--- src/rtl/gpfc_pkg.sv ---
`timescale 1ns / 1ps

package gpfc_pkg;

  // Centering gains on the finger midpoint, N/m and N s/m
  localparam logic signed [9:0] CENTER_KP = 10'sd400;
  localparam logic signed [9:0] CENTER_KV = 10'sd40;

  localparam logic [1:0] MODE_MOVE  = 2'd0;
  localparam logic [1:0] MODE_GRASP = 2'd1;

  localparam int REG_IDX_W = 3;
  localparam logic [REG_IDX_W-1:0] REG_DESIRED_WIDTH  = 3'd0;
  localparam logic [REG_IDX_W-1:0] REG_DESIRED_SPEED  = 3'd1;
  localparam logic [REG_IDX_W-1:0] REG_DESIRED_FORCE  = 3'd2;
  localparam logic [REG_IDX_W-1:0] REG_GRIP_MODE      = 3'd3;
  localparam logic [REG_IDX_W-1:0] REG_MAX_WIDTH      = 3'd4;
  localparam logic [REG_IDX_W-1:0] REG_STIFFNESS_GAIN = 3'd5;
  localparam logic [REG_IDX_W-1:0] REG_DAMPING_GAIN   = 3'd6;

  localparam int CONSTR_W = 34;
  localparam int P_TERM_W = 34;
  localparam int D_TERM_W = 42;
  localparam int SUM_W    = 44;

  typedef struct packed {
    logic signed [15:0] finger_one_pos;
    logic signed [15:0] finger_two_pos;
    logic signed [23:0] finger_one_vel;
    logic signed [23:0] finger_two_vel;
  } sample_t;

  typedef struct packed {
    logic signed [31:0] torque_one;
    logic signed [31:0] torque_two;
    logic signed [15:0] half_open;
    logic        [3:0]  clamp_flags;
    logic               mode_unknown;
  } result_t;

  typedef struct packed {
    logic signed [15:0] set_width;
    logic signed [23:0] set_speed;
    logic signed [31:0] set_force;
    logic        [1:0]  grip_mode;
    logic        [14:0] max_width;
    logic        [15:0] stiffness_gain;
    logic        [15:0] damping_gain;
  } cfg_t;

  // Products and clamped terms handed from the front stage to the summing stage
  typedef struct packed {
    logic signed [CONSTR_W-1:0] constraint_force;
    logic signed [P_TERM_W-1:0] p_term;
    logic signed [D_TERM_W-1:0] d_term;
    logic signed [31:0]         grasp_force;
    logic        [1:0]          grip_mode;
    logic signed [15:0]         width;
    logic        [3:0]          clamp_flags;
  } terms_t;

endpackage

--- src/rtl/gpfc_regs.sv ---
`timescale 1ns / 1ps

module gpfc_regs (
  input  logic                clk,
  input  logic                rst,
  input  logic                psel,
  input  logic                penable,
  input  logic                pwrite,
  input  logic [4:0]          paddr,
  input  logic [31:0]         pwdata,
  output logic [31:0]         prdata,
  output logic                pready,
  output gpfc_pkg::cfg_t      cfg
);

  logic                              wr_en;
  logic [gpfc_pkg::REG_IDX_W-1:0]    idx;

  assign pready = 1'b1;
  assign wr_en  = psel && penable && pwrite;
  assign idx    = paddr[4:2];

  always_ff @(posedge clk) begin
    if (rst) begin
      cfg.set_width      <= 16'sd2621;
      cfg.set_speed      <= '0;
      cfg.set_force      <= '0;
      cfg.grip_mode      <= gpfc_pkg::MODE_MOVE;
      cfg.max_width      <= 15'd5243;
      cfg.stiffness_gain <= 16'd400;
      cfg.damping_gain   <= 16'd40;
    end else if (wr_en) begin
      unique case (idx)
        gpfc_pkg::REG_DESIRED_WIDTH:  cfg.set_width      <= pwdata[15:0];
        gpfc_pkg::REG_DESIRED_SPEED:  cfg.set_speed      <= pwdata[23:0];
        gpfc_pkg::REG_DESIRED_FORCE:  cfg.set_force      <= pwdata;
        gpfc_pkg::REG_GRIP_MODE:      cfg.grip_mode      <= pwdata[1:0];
        gpfc_pkg::REG_MAX_WIDTH:      cfg.max_width      <= pwdata[14:0];
        gpfc_pkg::REG_STIFFNESS_GAIN: cfg.stiffness_gain <= pwdata[15:0];
        gpfc_pkg::REG_DAMPING_GAIN:   cfg.damping_gain   <= pwdata[15:0];
        default: ;
      endcase
    end
  end

  always_comb begin
    unique case (idx)
      gpfc_pkg::REG_DESIRED_WIDTH:  prdata = {16'b0, cfg.set_width};
      gpfc_pkg::REG_DESIRED_SPEED:  prdata = {8'b0, cfg.set_speed};
      gpfc_pkg::REG_DESIRED_FORCE:  prdata = cfg.set_force;
      gpfc_pkg::REG_GRIP_MODE:      prdata = {30'b0, cfg.grip_mode};
      gpfc_pkg::REG_MAX_WIDTH:      prdata = {17'b0, cfg.max_width};
      gpfc_pkg::REG_STIFFNESS_GAIN: prdata = {16'b0, cfg.stiffness_gain};
      gpfc_pkg::REG_DAMPING_GAIN:   prdata = {16'b0, cfg.damping_gain};
      default:                      prdata = '0;
    endcase
  end

endmodule

--- src/rtl/gpfc_front.sv ---
`timescale 1ns / 1ps

module gpfc_front (
  input  logic                clk,
  input  logic                rst,
  input  gpfc_pkg::cfg_t      cfg,
  input  logic                sample_valid,
  output logic                sample_ready,
  input  gpfc_pkg::sample_t   sample,
  output logic                terms_valid,
  input  logic                terms_ready,
  output gpfc_pkg::terms_t    terms
);

  gpfc_pkg::sample_t  smp;
  logic               smp_valid;
  logic               terms_en;
  gpfc_pkg::terms_t   terms_next;

  logic signed [16:0] pos_sum, pos_dif;
  logic signed [24:0] vel_sum, vel_dif;
  logic signed [15:0] centre, width;
  logic signed [23:0] centre_vel, speed;
  logic               dw_over, dw_under, ds_under, df_under;
  logic signed [15:0] dw;
  logic signed [23:0] ds;
  logic signed [31:0] df;
  logic signed [16:0] width_err;
  logic signed [24:0] speed_err;

  assign terms_en     = !terms_valid || terms_ready;
  assign sample_ready = !smp_valid || terms_en;

  always_ff @(posedge clk) begin
    if (rst) begin
      smp_valid <= 1'b0;
    end else if (sample_ready) begin
      smp_valid <= sample_valid;
    end
  end

  always_ff @(posedge clk) begin
    if (sample_ready && sample_valid) begin
      smp <= sample;
    end
  end

  always_comb begin
    pos_sum = 17'(smp.finger_one_pos) + 17'(smp.finger_two_pos);
    pos_dif = 17'(smp.finger_one_pos) - 17'(smp.finger_two_pos);
    vel_sum = 25'(smp.finger_one_vel) + 25'(smp.finger_two_vel);
    vel_dif = 25'(smp.finger_one_vel) - 25'(smp.finger_two_vel);
    // arithmetic halving: drop the low bit
    centre     = pos_sum[16:1];
    width      = pos_dif[16:1];
    centre_vel = vel_sum[24:1];
    speed      = vel_dif[24:1];

    // max_width is never negative, so over and under are exclusive
    dw_over  = cfg.set_width > $signed({1'b0, cfg.max_width});
    dw_under = cfg.set_width[15];
    ds_under = cfg.set_speed[23];
    df_under = cfg.set_force[31];
    dw = dw_over ? $signed({1'b0, cfg.max_width}) : (dw_under ? '0 : cfg.set_width);
    ds = ds_under ? '0 : cfg.set_speed;
    df = df_under ? '0 : cfg.set_force;

    width_err = 17'(width) - 17'(dw);
    speed_err = 25'(speed) - 25'(ds);

    terms_next.constraint_force =
        -(34'(centre) * 34'(gpfc_pkg::CENTER_KP))
        - (34'(centre_vel) * 34'(gpfc_pkg::CENTER_KV));
    terms_next.p_term =
        34'(width_err) * 34'($signed({1'b0, cfg.stiffness_gain}));
    terms_next.d_term =
        42'(speed_err) * 42'($signed({1'b0, cfg.damping_gain}));
    terms_next.grasp_force = df;
    terms_next.grip_mode   = cfg.grip_mode;
    terms_next.width       = width;
    terms_next.clamp_flags = {df_under, ds_under, dw_under, dw_over};
  end

  always_ff @(posedge clk) begin
    if (rst) begin
      terms_valid <= 1'b0;
    end else if (terms_en) begin
      terms_valid <= smp_valid;
    end
  end

  always_ff @(posedge clk) begin
    if (terms_en && smp_valid) begin
      terms <= terms_next;
    end
  end

endmodule

--- src/rtl/gpfc_back.sv ---
`timescale 1ns / 1ps

module gpfc_back (
  input  logic                clk,
  input  logic                rst,
  input  logic                terms_valid,
  output logic                terms_ready,
  input  gpfc_pkg::terms_t    terms,
  output logic                result_valid,
  input  logic                result_ready,
  output gpfc_pkg::result_t   result
);

  localparam logic signed [gpfc_pkg::SUM_W-1:0] SAT_MAX = 44'sd2147483647;
  localparam logic signed [gpfc_pkg::SUM_W-1:0] SAT_MIN = -44'sd2147483648;

  logic signed [gpfc_pkg::SUM_W-1:0] behave, sum_one, sum_two, constr;
  logic                              unknown;
  gpfc_pkg::result_t                 result_next;

  function automatic logic signed [31:0] sat32(input logic signed [gpfc_pkg::SUM_W-1:0] x);
    logic signed [31:0] r;
    if (x > SAT_MAX) begin
      r = 32'sh7fffffff;
    end else if (x < SAT_MIN) begin
      r = 32'sh80000000;
    end else begin
      r = x[31:0];
    end
    return r;
  endfunction

  assign terms_ready = !result_valid || result_ready;

  always_comb begin
    unknown = 1'b0;
    case (terms.grip_mode)
      gpfc_pkg::MODE_MOVE:  behave = -44'(terms.p_term) - 44'(terms.d_term);
      gpfc_pkg::MODE_GRASP: behave = -44'(terms.grasp_force);
      default: begin
        behave  = '0;
        unknown = 1'b1;
      end
    endcase
    constr  = 44'(terms.constraint_force);
    sum_one = constr + behave;
    sum_two = constr - behave;

    result_next.torque_one   = sat32(sum_one);
    result_next.torque_two   = sat32(sum_two);
    result_next.half_open    = terms.width;
    result_next.clamp_flags  = terms.clamp_flags;
    result_next.mode_unknown = unknown;
  end

  always_ff @(posedge clk) begin
    if (rst) begin
      result_valid <= 1'b0;
    end else if (terms_ready) begin
      result_valid <= terms_valid;
    end
  end

  always_ff @(posedge clk) begin
    if (terms_ready && terms_valid) begin
      result <= result_next;
    end
  end

endmodule

--- src/rtl/gripper_pd_force_control.sv ---
`timescale 1ns / 1ps

// Channel   Handshake                        Payload
// sample    sample_valid / sample_ready      sample   (finger positions, velocities)
// result    result_valid / result_ready      result   (torques, width, flags)
// config    APB psel/penable/pwrite, pready  paddr, pwdata, prdata (7 regs at 4*i)
//
// One sample per cycle while result is not stalled; result_valid rises once the sample has passed
// the input register, product register and result register.
// The two gain multipliers in the front stage set the cycle time.
// Synchronous active-high rst empties the pipeline and loads register defaults.
// A stall on result holds each stage; sample_ready drops only when all are full.

module gripper_pd_force_control (
  input  logic                clk,
  input  logic                rst,
  input  logic                sample_valid,
  output logic                sample_ready,
  input  gpfc_pkg::sample_t   sample,
  output logic                result_valid,
  input  logic                result_ready,
  output gpfc_pkg::result_t   result,
  input  logic                psel,
  input  logic                penable,
  input  logic                pwrite,
  input  logic [4:0]          paddr,
  input  logic [31:0]         pwdata,
  output logic [31:0]         prdata,
  output logic                pready
);

  gpfc_pkg::cfg_t    cfg;
  gpfc_pkg::terms_t  terms;
  logic              terms_valid;
  logic              terms_ready;

  gpfc_regs u_regs (
    .clk     (clk),
    .rst     (rst),
    .psel    (psel),
    .penable (penable),
    .pwrite  (pwrite),
    .paddr   (paddr),
    .pwdata  (pwdata),
    .prdata  (prdata),
    .pready  (pready),
    .cfg     (cfg)
  );

  gpfc_front u_front (
    .clk          (clk),
    .rst          (rst),
    .cfg          (cfg),
    .sample_valid (sample_valid),
    .sample_ready (sample_ready),
    .sample       (sample),
    .terms_valid  (terms_valid),
    .terms_ready  (terms_ready),
    .terms        (terms)
  );

  gpfc_back u_back (
    .clk          (clk),
    .rst          (rst),
    .terms_valid  (terms_valid),
    .terms_ready  (terms_ready),
    .terms        (terms),
    .result_valid (result_valid),
    .result_ready (result_ready),
    .result       (result)
  );

endmodule

--- config.mk ---
export PLATFORM = sky130hd
export DESIGN_NAME = gripper_pd_force_control
export DESIGN_NICKNAME = d
export VERILOG_FILES = /design/src/rtl/gpfc_pkg.sv /design/src/rtl/gpfc_regs.sv /design/src/rtl/gpfc_front.sv /design/src/rtl/gpfc_back.sv /design/src/rtl/gripper_pd_force_control.sv
export SDC_FILE = /design/constraint.sdc
export NUM_CORES = 2
export LEC_CHECK = 0
export ABC_AREA = 1
export BUFFER_PORTS_ARGS = -buffer_cell sky130_fd_sc_hd__buf_2
export CORE_MARGIN = 5
export CORE_UTILIZATION = 35
export CTS_BUF_LIST = sky130_fd_sc_hd__clkbuf_8
export CTS_CLUSTER_DIAMETER = 30
export DETAILED_ROUTE_END_ITERATION = 7
export SLEW_MARGIN = 40
export SYNTH_ARGS = -nofsm -noshare
export SYNTH_HDL_FRONTEND = slang
export SYNTH_SLANG_ARGS = --single-unit
--- constraint.sdc ---
create_clock -name clk -period 13.7 [get_ports clk]
set_input_delay 1.37 -clock clk [delete_from_list [all_inputs] [get_ports clk]]
set_output_delay 1.37 -clock clk [all_outputs]
set_load 0.03 [all_outputs]
-- Word-level counts from Yosys, hierarchy flattened
Cells that the tools add are included.
- bits in registers: 452
- input port bits: 124
- logic and storage cells: 84
- add/subtract/negate cells: 13
- reduce and logical (&&, ||, !) cells: 21
- multiply operators: 4
- order comparisons: 5
- multiplexer cells: 8
- equal/unequal tests: 7
- operators with widths (kind ; count):
    case mux 32 bit (7 select lines) ; 1
    greater-than comparator 44 x 32 -> 1 bit (second input constant) ; 2
    < comparator 44 x 32 -> 1 bit (second input constant) ; 2
    case mux 44 bit (2 select lines) ; 1
    2-to-1 mux 32 bit ; 2
    subtractor 24 x 24 -> 25 bit ; 2
    adder 34 x 44 -> 44 bit ; 1
    negator 31 -> 44 bit ; 1
    negator 34 -> 44 bit ; 1
    subtractor 34 x 44 -> 44 bit ; 1
    subtractor 44 x 42 -> 44 bit ; 1
    multiplier 25 x 17 -> 42 bit ; 1
    multiplier 17 x 17 -> 34 bit ; 1
    negator 34 bit ; 1
    subtractor 16 x 16 -> 17 bit ; 2
    subtractor 34 bit ; 1
    2-to-1 mux 15 bit ; 2
    multiplier 24 x 4 -> 28 bit (second input constant) ; 1
    adder 24 x 24 -> 25 bit ; 1
    2-to-1 mux 23 bit ; 1
    multiplier 16 x 6 -> 22 bit (second input constant) ; 1
    adder 16 x 16 -> 17 bit ; 1
    greater-than comparator 16 bit ; 1
    AND reduction 2 bit ; 7
    other kinds (11) ; 22

-- Longest topological paths before layout
- depth after elaboration: 6
- gate-level depth with buffers: 49
- depth with buffers taken out: 48

-- By module
From an unflattened synthesis, not the netlist that was laid out.
- cell total of the unflattened synthesis: 9270
- area, all modules: 67646.1 µm²
- by module, submodules not included (module ; cells each ; seq. area each (µm²) ; area each (µm²) ; instances):
    gpfc_front ; 5906 ; 7247.0 ; 46828.7 ; 1
    gpfc_back ; 2416 ; 2572.5 ; 14724.1 ; 1
    gpfc_regs ; 948 ; 2422.3 ; 6093.3 ; 1

-- Least setup slack after synthesis
Ideal clock, no wire load.
- path type: flip-flop to flip-flop
- start point: reg u_front.smp[66] (netlist bit)
- end point: reg u_front.terms[128] (netlist name)
- path slack: 4618 ps
- stages on the path, launching flop included: 48
- arrival: 8816 ps
- path through: edfxtp_1 ha_1 buf_2 nand2_1 o21ai_0 nand2_1 nand2_1 a21oi_1 o21ai_0 nand2_1 nand2_1 a21oi_1 o21ai_0 xor2_1 ha_1 nand2_1 a21oi_1 a211oi_1 [12 not listed] fa_1 clkbuf_1 inv_1 fa_1 fa_1 inv_1 fa_1 inv_1 fa_1 inv_1 ha_1 nand2_1 nor2_1 nand2_1 nor4b_1 nand2_1 o2111ai_1 xor2_1
- RTL lines (what ; line ; text):
    start, declared ; gpfc_front.sv:15 ; gpfc_pkg::sample_t smp;
    start signal, assigned ; gpfc_front.sv:44 ; smp <= sample;

==> run_results.csv <==
group,metric,value,unit
floorplan,start_util,35.24,%
detailed_routing,ant_nets,0,
logic_synthesis,synth_edf_count,325,
floorplan,coreArea,176500,µm²
timing,layout_setup_ws,2504,ps
timing,clock.fmax,0.08932,GHz
floorplan,io_pins,244,
worst_setup_path,crit_buf_inv,6,
timing,setup_tns,0,ps
grt,grt_max_degree,103,
logic_synthesis,netlist_instances,8030,
detailed_routing,vias_per_cell,5.079,
detailed_routing,drc,0,
worst_setup_path,worstPathMaxFanout,14,
timing,setup_viol,0,
logic_synthesis,synth_flop_cell,"edfxtp_1",
logic_synthesis,synth.distinct_cells,64,
layout,register_area,12250,µm²
clock_tree,cts.clk_slew.worst_paths,60,ps
logic_synthesis,syn_area,62200,µm²
layout,area_growth_syn_to_layout,9.816,%
run,max-cap-violations,0,
timing,finalHoldWorstSlack,409.3,ps
grt,grt_pass1_vias,54454,
clock_tree,cts_tree,"built",
detailed_routing,wl_per_cell,20.19,µm
grt,grt_usage,22.77,%
clock_tree,cts_resized,0,
logic_synthesis,ys_warn_count,0,
worst_setup_path,crit_top_cell,"nand2_1",
timing,slew_headroom,41.14,%
worst_setup_path,cp_top_family,"adder cells",
worst_setup_path,startpoint_type,"register",
floorplan,fp.dieH,431.6,µm
grt,grt_pass1_wl,325400,µm
timing,worst_pin_slew,881.7,ps
clock_tree,cts_hold_buf,0,
grt,grt_overflow_total,0,
floorplan,rows,154,
clock_tree,clkSinkCount,449,
detailed_routing,drt-initial-drc-count,4411,
worst_setup_path,endpoint_kind,"register",
logic_synthesis,ys_seq_area_share,19.68,%
clock_tree,clockBufferDepth,3,
timing,rsz0062_at_grt,"false",
min_path,hp-class,"reg -> reg",
clock_tree,cts-root-buf,"clkbuf_8",
clock_tree,postCtsSetupBuffers,0,
floorplan,dieArea,186200,µm²
timing,hold_viol,0,
clock_tree,clock_latency,810,ps
layout,fin_nets,9659,
grt,antenna_found_initial,16,
worst_setup_path,cp_data_arrival_time,11690,ps
logic_synthesis,yosys_register_bits,449,
floorplan,fp.dieW,431.6,µm
worst_setup_path,slowest_delay,990,ps
timing,period_needed,11200,ps
worst_setup_path,crit_path_top_delay_cell,"fa_1",
clock_tree,htreeDepth,3,
timing,fin_crit_sh,81.72,%
detailed_routing,routed_wl,215000,µm
clock_tree,cts_buffers,104,
layout,final_cell_mix,"1707 x inv_1, 1474 x nand2_1, 791 x nor2_1",
logic_synthesis,async_flop_share,0,%
outcome,run_status,"complete, no violations",
layout,multi_input_area,42630,µm²
timing,maxSlewViolCount,0,
timing,skew,48.76,ps
worst_setup_path,worstSetupPathType,"reg -> reg",
place,gp_congestion,0.9804,
layout,nFillCells,18435,
detailed_routing,vias,54087,
layout,drive_gt1_share,6.891,%
logic_synthesis,avgSynthCellArea,7.746,µm²
logic_synthesis,synth_fp_nets,9475,
layout,fin_util,38.70,%
place,portBuffers,240,
place,post-place-ws,2624,ps
layout,mostFrequentLayoutCell,"inv_1",
worst_setup_path,critPathRequiredTime,14190,ps
detailed_routing,first_pass_iters,6,
place,dp_hpwl,180200,µm
kinds of logic (layout without fill, tap and decap cells):
group / count (synthesis) / after routing / synth area share (%)
simple gates: 2784 / 2784 / 18.28
buf+inv: 1936 / 2207 / 11.90
fa+ha+maj: 1321 / 1321 / 34.79
compound gates: 1238 / 1238 / 11.09
flops: 449 / 449 / 19.68
xor+xnor: 301 / 301 / 4.238
other cells: 1 / 9 / 0.006029
worst reg2reg max path, delay by kind of cell (launching register included):
kind                     cells  cell delay [ps]
XOR/XNOR                     2              700
adder cells (fa/ha/maj)      9             4920
flip-flops                   1              390
buffers and inverters        6              690
AO/OA/AOI/OAI                9             1930
AND/OR/NAND/NOR             19             2330
registers in the layout, summed over array words and instances (netlist names):
register             cells
u_front.smp             80
u_regs.cfg             121
u_front.terms_valid      1
u_back.result           85
u_front.smp_valid        1
u_front.terms          160
u_back.result_valid      1
through the flow:
stage	instance area [µm²]	instances
after floorplan	62200	8030
after global placement	65740	10445
after detailed placement	65810	10447
after CTS	68250	10640
after global routing	68300	10647
final	68310	10649
final timing paths:
kind / start / end / slack, ps / cells past startpoint
max: u_front.smp[66]$_DFFE_PP_ / u_front.terms[129]$_DFFE_PP_ / 2500 / 45
max reg2reg: u_front.smp[66]$_DFFE_PP_ / u_front.terms[129]$_DFFE_PP_ / 2500 / 45
min: u_front.terms[17]$_DFFE_PP_ / u_back.result[18]$_DFFE_PP_ / 410 / 0
min reg2reg: u_front.terms[17]$_DFFE_PP_ / u_back.result[18]$_DFFE_PP_ / 410 / 0
metal layers:
layer / part of all wire (%) / track usage, % / vias to the layer above
li1: - / - / 25633
met1: 43 / 29.51 / 26217
met2: 46 / 38.15 / 1816
met3: 6.4 / 3.436 / 417
met4: 4.5 / 9.286 / 4
met5: 0.015 / 0 / -
final cells by class:
class	count	share of cell area (%)
clock inverter	87	1.436
timing repair buffer	280	2.242
clock buffer	106	2.136
sequential	449	17.93
multi-input combinational	5645	62.41
antenna	8	0.02931
tap	2340	4.286
inverter	1734	9.538
cells in the mapped netlist, drive strengths merged, types with 8 or more instances:
cell type / count / share of area (%)
a21oi: 556 / 4.5
o2111ai: 13 / 0.18
a31oi: 47 / 0.47
xor2: 227 / 3.2
or2: 57 / 0.57
xnor2: 74 / 1.0
o211ai: 15 / 0.18
a211oi: 8 / 0.097
clkbuf: 158 / 0.95
a221oi: 11 / 0.15
o22ai: 15 / 0.15
o21a: 15 / 0.18
a21boi: 20 / 0.24
o221ai: 17 / 0.24
nand4: 44 / 0.44
o21ai: 415 / 3.4
dfxtp: 124 / 4.0
nand3: 293 / 2.4
o31ai: 11 / 0.16
nor3: 66 / 0.57
clkinv: 21 / 0.13
ha: 640 / 13
buf: 44 / 0.49
o21bai: 52 / 0.63
nor2: 798 / 4.9
fa: 681 / 22
inv: 1713 / 10
nand2: 1487 / 9.0
nor4: 17 / 0.17
a21o: 28 / 0.34
edfxtp: 325 / 16
Power is left out: the tool's default activity adds up to more than one toggle a clock period on the data nets, which glitch-free logic cannot reach.
